[src/sv/bdlp_pkg.sv]
`timescale 1ns / 1ps
package bdlp_pkg;

  // Event codes as they appear in event_code
  localparam logic [1:0] EV_NONE     = 2'd0;
  localparam logic [1:0] EV_PRESSED  = 2'd1;
  localparam logic [1:0] EV_RELEASED = 2'd2;
  localparam logic [1:0] EV_LONG     = 2'd3;

  // Register indexes on the write port
  localparam logic [1:0] CFG_ACTIVE_LOW_MASK = 2'd0;
  localparam logic [1:0] CFG_DEBOUNCE_MS     = 2'd1;
  localparam logic [1:0] CFG_LONG_PRESS_MS   = 2'd2;

  localparam int CFG_INDEX_W = 2;
  localparam int CFG_DATA_W  = 16;

  // Register values after reset
  localparam logic [7:0]  ACTIVE_LOW_MASK_RST = 8'd0;
  localparam logic [15:0] DEBOUNCE_MS_RST     = 16'd50;
  localparam logic [15:0] LONG_PRESS_MS_RST   = 16'd1000;

  typedef struct packed {
    logic [2:0]  button_index;
    logic        pin_level;
    logic [31:0] time_ms;
  } in_item_t;

  typedef struct packed {
    logic [2:0]  button_out;
    logic [1:0]  event_code;
    logic        event_new;
    logic        is_pressed;
    logic [31:0] held_ms;
  } out_item_t;

  typedef struct packed {
    logic [7:0]  active_low_mask;
    logic [15:0] debounce_ms;
    logic [15:0] long_press_ms;
  } cfg_t;

  // Per-button state entry
  typedef struct packed {
    logic        last_raw;
    logic [31:0] stable_since;
    logic        pressed;
    logic [31:0] press_started;
    logic [1:0]  latched;
  } btn_state_t;

endpackage

[src/sv/bdlp_update.sv]
`timescale 1ns / 1ps
module bdlp_update
  import bdlp_pkg::*;
(
  input  in_item_t   item,
  input  cfg_t       cfg,
  input  logic       in_range,
  input  btn_state_t cur,
  output btn_state_t nxt,
  output out_item_t  res
);

  logic        act;
  logic        flip;
  logic        long_hit;
  logic [31:0] stable_age;
  logic [31:0] held;

  always_comb begin
    nxt      = cur;
    res      = '0;
    flip     = 1'b0;
    long_hit = 1'b0;
    held     = '0;
    res.button_out = item.button_index;

    // Map pin level to active through the polarity mask
    act = item.pin_level ^ cfg.active_low_mask[item.button_index];

    // Restart the debounce timestamp on any change
    if (act != cur.last_raw) begin
      nxt.last_raw     = act;
      nxt.stable_since = item.time_ms;
    end
    stable_age = item.time_ms - nxt.stable_since;

    // Flip the debounced state once stable long enough
    if (stable_age > {16'd0, cfg.debounce_ms} && act != cur.pressed) begin
      flip        = 1'b1;
      nxt.pressed = act;
      if (act) begin
        nxt.press_started = item.time_ms;
        nxt.latched       = EV_PRESSED;
      end else begin
        nxt.latched = EV_RELEASED;
      end
    end

    // Track held time and raise long press once per press
    if (nxt.pressed) begin
      held = item.time_ms - nxt.press_started;
      if (held >= {16'd0, cfg.long_press_ms} && nxt.latched != EV_LONG) begin
        nxt.latched = EV_LONG;
        long_hit    = 1'b1;
      end
    end

    // Report only for buttons that exist
    if (in_range) begin
      res.event_code = nxt.latched;
      res.event_new  = flip | long_hit;
      res.is_pressed = nxt.pressed;
      res.held_ms    = held;
    end
  end

endmodule

[src/sv/button_debounce_long_press.sv]
`timescale 1ns / 1ps
// Debounced buttons with pressed, released and long-press events.
// Input channel (in_valid / in_stall / in_item): one sample of one button per
// item: button index, pin level and the free-running millisecond time.
// Output channel (out_valid / out_stall / out_item): exactly one result item
// per input item, in order: latched event, new-event flag, debounced state
// and held time. Samples for an index at or beyond NUM_BUTTONS give a result
// with all fields but the index at zero and leave every button untouched.
// Configuration: cfg_we writes cfg_data into register cfg_index (0 polarity
// mask, 1 debounce time, 2 long-press time); other indexes are ignored.
// Write only while no item is in flight.
// Path: an accepted item waits in the input register, and its result moves to the
// result register as the item advances; there it stays until it is taken.
// Throughput: one item per cycle while out_stall is low; the per-button state is
// read and written once per item by a single compare-and-subtract path between
// the input register and the result register.
// Reset (rst, synchronous): clears all button state and loads the register
// defaults; both channels come up empty.
// Stall: a stalled result is held; the input register keeps one more item,
// after which in_stall rises until the result is taken.
module button_debounce_long_press
  import bdlp_pkg::*;
#(
  parameter int NUM_BUTTONS = 8
) (
  input  logic                   clk,
  input  logic                   rst,
  input  logic                   in_valid,
  output logic                   in_stall,
  input  in_item_t               in_item,
  output logic                   out_valid,
  input  logic                   out_stall,
  output out_item_t              out_item,
  input  logic                   cfg_we,
  input  logic [CFG_INDEX_W-1:0] cfg_index,
  input  logic [CFG_DATA_W-1:0]  cfg_data
);

  localparam int IDX_W = (NUM_BUTTONS > 1) ? $clog2(NUM_BUTTONS) : 1;

  cfg_t       cfg;
  logic       s1_valid;
  in_item_t   s1_item;
  logic       s1_advance;
  logic       in_range;
  logic [IDX_W-1:0] idx;
  btn_state_t state [NUM_BUTTONS];
  btn_state_t cur;
  btn_state_t nxt;
  out_item_t  res;

  // Configuration registers
  always_ff @(posedge clk) begin
    if (rst) begin
      cfg.active_low_mask <= ACTIVE_LOW_MASK_RST;
      cfg.debounce_ms     <= DEBOUNCE_MS_RST;
      cfg.long_press_ms   <= LONG_PRESS_MS_RST;
    end else if (cfg_we) begin
      unique case (cfg_index)
        CFG_ACTIVE_LOW_MASK: cfg.active_low_mask <= cfg_data[7:0];
        CFG_DEBOUNCE_MS:     cfg.debounce_ms     <= cfg_data;
        CFG_LONG_PRESS_MS:   cfg.long_press_ms   <= cfg_data;
        default: ;
      endcase
    end
  end

  // Handshake: input register advances when the result slot is free
  assign s1_advance = s1_valid && (!out_valid || !out_stall);
  assign in_stall   = s1_valid && !s1_advance;

  always_ff @(posedge clk) begin
    if (rst) begin
      s1_valid <= 1'b0;
    end else if (!in_stall) begin
      s1_valid <= in_valid;
    end
  end

  always_ff @(posedge clk) begin
    if (in_valid && !in_stall) begin
      s1_item <= in_item;
    end
  end

  // Select the button entry
  assign in_range = (32'(s1_item.button_index) < NUM_BUTTONS);
  assign idx      = IDX_W'(s1_item.button_index);
  assign cur      = state[idx];

  bdlp_update u_update (
    .item     (s1_item),
    .cfg      (cfg),
    .in_range (in_range),
    .cur      (cur),
    .nxt      (nxt),
    .res      (res)
  );

  // Write back the button entry as the item moves on
  always_ff @(posedge clk) begin
    if (rst) begin
      for (int k = 0; k < NUM_BUTTONS; k++) begin
        state[k] <= '0;
      end
    end else if (s1_advance && in_range) begin
      state[idx] <= nxt;
    end
  end

  // Result register
  always_ff @(posedge clk) begin
    if (rst) begin
      out_valid <= 1'b0;
    end else if (s1_advance) begin
      out_valid <= 1'b1;
    end else if (!out_stall) begin
      out_valid <= 1'b0;
    end
  end

  always_ff @(posedge clk) begin
    if (s1_advance) begin
      out_item <= res;
    end
  end

endmodule

[config.mk]
export PLATFORM = sky130hd
export DESIGN_NAME = button_debounce_long_press
export DESIGN_NICKNAME = d
export VERILOG_FILES = /design/src/sv/bdlp_pkg.sv /design/src/sv/bdlp_update.sv /design/src/sv/button_debounce_long_press.sv
export SDC_FILE = /design/constraint.sdc
export NUM_CORES = 1
export LEC_CHECK = 0
export ABC_AREA = 1
export BUFFER_PORTS_ARGS = -buffer_cell sky130_fd_sc_hd__buf_2
export CAP_MARGIN = 20
export CORE_ASPECT_RATIO = 1.25
export CORE_MARGIN = 10
export CORE_UTILIZATION = 45
export DETAILED_ROUTE_END_ITERATION = 12
export SETUP_SLACK_MARGIN = 0.4
export SKIP_CTS_REPAIR_TIMING = 1
export SLEW_MARGIN = 20
export SYNTH_ARGS = -nofsm -noshare
export SYNTH_HDL_FRONTEND = slang
export SYNTH_SLANG_ARGS = --single-unit
[constraint.sdc]
create_clock -name clk -period 11.55 [get_ports clk]
set_input_delay 2.31 -clock clk [delete_from_list [all_inputs] [get_ports clk]]
set_output_delay 2.31 -clock clk [all_outputs]
set_load 0.01 [all_outputs]
==> out/qor.yml <==
die:
  core_sq_um: 73300
  initial_core_util_pct: 45.3
  die_w_microns: 263
  io_pins: 100
  die_h_microns: 324
  rows: 111
  die-area_sq_um: 85200
logic_synthesis:
  netlist_top_cells_area: "edfxtp_1 (56%), nor2_1 (8.4%), o21ai_0 (5.5%)"
  ys_seq_elements: 664
  synth_common_cells: "nor2_1 (748), edfxtp_1 (619), o21ai_0 (364), nand2_1 (336), inv_1 (198)"
  yosysWarnings: 0
  syn_inst: 3330
  synth_edf_count: 619
  ys.flop_type: "edfxtp_1"
  synthArstFlopShare_pct: 0
  ys_seq_area_share_pct: 58.6
  synthDistinctLibCells: 59
  syn_nets: 3483
  synth.avg_cell_area_sq_um: 9.99
  yosysTopAreaCell: "edfxtp_1"
  syn_area_sq_um: 33300
  synth_top_area_share_pct: 55.9
  yosysMostFrequentCell: "nor2_1"
critical_path:
  critPathTopFamily: "simple AND/OR/NAND/NOR gates"
  slowest_stage: "dfxtp_4"
  cp_slowest_stage_delay_ns: 0.46
  path_class: "reg -> reg"
  critPathLaunchType: "flop"
  endpoint_kind: "flop"
  path_max_fanout: 59
  cp_data_arrival_time_ns: 10.68
  cp_data_required_time_ns: 11.94
  cpMostUsedCell: "nand2_1"
  worst-path-buf-inv: 9
drt:
  vias_per_cell: 5.84
  first_pass_iters: 6
  drt_iter0_drc: 2707
  wl_per_cell_microns: 24.7
  route.detailed.drc: 0
  ant_nets: 0
  wirelength_microns: 107000
  vias: 25400
placement:
  hpwlAfterDp_microns: 62900
  io_buffer_count: 99
  globalplace.congestion: 0.987
  placedCellCount: 4233
  postPlaceCellArea_sq_um: 34500
timing:
  post-route-min-period_ns: 10.29
  timing.final.crit_share_pct: 89.1
  worst_pin_slew_ns: 1.10
  maxSlewViolCount: 0
  slew-limit-headroom_pct: 26.5
  rsz0062_at_grt: "no"
  skew_ns: 0.0269
  final_hold_viol_count: 0
  setup_violations: 0
  fin_setup_tns_ns: 0
  fmax_mhz: 97.2
clocking:
  clkSlewWorstSetupHoldPaths_ns: 0.06
  cts_max_level: 3
  max-clock-path-buffers: 3
  cts_tree: "yes"
  clk_latency_ns: 0.65
  root_buffer: "clkbuf_16"
  numCtsBuffers: 69
  cts.sinks: 664
run:
  maxCapViolations: 0
global_route:
  grt_max_degree: 215
  grt_pass1_wl_microns: 160000
  gr-usage-all-layers_pct: 24.5
  antenna_found_initial: 0
  grt_pass1_vias: 25300
  gr-total-overflow: 0
power:
  peakVddDrop_uv: 127
  cellPowerDensity_nw_per_um2: 181
  p_leak_nw: 14.1
cells_and_area:
  final_nets: 3499
  final_util_pct: 50.2
  areaGrowthSynthToFinish_pct: 10.8
  instances_no_fill: 4351
  fillCellCount: 6719
  num_antenna_cells: 0
  layout-drive-gt1-share_pct: 14.8
  final_area_sq_um: 36800
hold_path:
  holdCritPathClass: "reg -> reg"
outcome:
  status: "finished, final reports clean"
==> kinds of logic (layout without fill, tap and decap cells) <==
family,Yosys count,count (layout),synth area share (%)
and+or+nand+nor,1396,1396,18.3
AOI/OAI and AO/OA,730,730,13.4
DFF,664,664,58.6
buffers and inverters,401,462,4.89
adders and majority gates,94,94,3.58
xor gates and xnor gates,45,45,1.19
==> worst reg2reg max path: cells and delay by family, from the launching register on <==
family | cells | cell delay [ns]
adder cells (fa/ha/maj) | 5 | 1.49
AND/OR/NAND/NOR | 29 | 3.80
AO/OA/AOI/OAI | 14 | 2.59
flip-flops | 1 | 0.46
buffers and inverters | 9 | 1.22
XOR/XNOR | 2 | 0.47
==> sequential cells by signal, summed over array words and instances (netlist names), named ones only <==
| signal | flops |
|---|---|
| state | 544 |
| cfg | 40 |
| out_item | 39 |
| s1_item | 33 |
| idx | 3 |
| out_valid | 1 |
| s1_valid | 1 |
==> area by class of cell <==
cell class	count	area, sq um	share of cell area [%]
well taps	960	1200	3.26
clock inverters	21	295	0.801
clock buffers	95	1910	5.18
multi-input cells	2265	12200	33.2
repair buffers	135	873	2.37
inverters	211	825	2.24
flip-flops and latches	664	19500	52.9
==> final timing paths <==
kind	from	to	slack (ns)	cells past startpoint
worst max register to register	flop	state[2][0]	1.26	59
worst min register to register	cfg[1]	cfg[1]	0.47	2
worst max-delay path	flop	state[2][0]	1.26	59
worst min-delay path	cfg[1]	cfg[1]	0.47	2
==> power breakdown <==
group          switching (W)  internal, W  leakage [nW]
Sequential         0.0000560      0.00275          6.71
Combinational        0.00116     0.000485          6.29
Clock               0.000952      0.00127          1.07
Total                0.00217      0.00451          14.1
==> metrics by stage <==
stage               worst slack, ns  total power (W)  hold WS [ns]
finish                         1.26          0.00668         0.468
global route                  0.496          0.00696         0.491
CTS                           0.690          0.00667         0.467
detailed placement            0.738          0.00446         0.459
global placement               1.09          0.00444         0.448
floorplan                      2.62          0.00396         0.421
==> layer usage <==
metal | vias up | part of all wire [%] | track usage (%)
met1 | 12500 | 40 | 30.8
met4 | 0 | 3.6 | 10.1
met2 | 1152 | 48 | 42.2
met5 | - | 0 | 0
met3 | 221 | 7.6 | 3.49
li1 | 11600 | - | -
==> placed cells by master, fill, tap and decap left out, drive strengths merged, types with 2 or more instances in the layout <==
cell type and count:
edfxtp 619, nand3b 2, a21oi 122, clkinv 26, o21a 10, a31oi 16, o221ai 65, nor3 16
o211ai 11, fa 2, and3 4, xor2 32, ha 92, a21boi 6, nand2 364, bufinv 5
o21ai 425, o311ai 2, buf 134, o22ai 57, nor4 4, xnor2 13, a21o 4, nor2 902
inv 201, a32o 2, nand3 85, nand4 18, clkbuf 96, dfxtp 45, o21bai 5
Power figures use the tool's default switching activity.
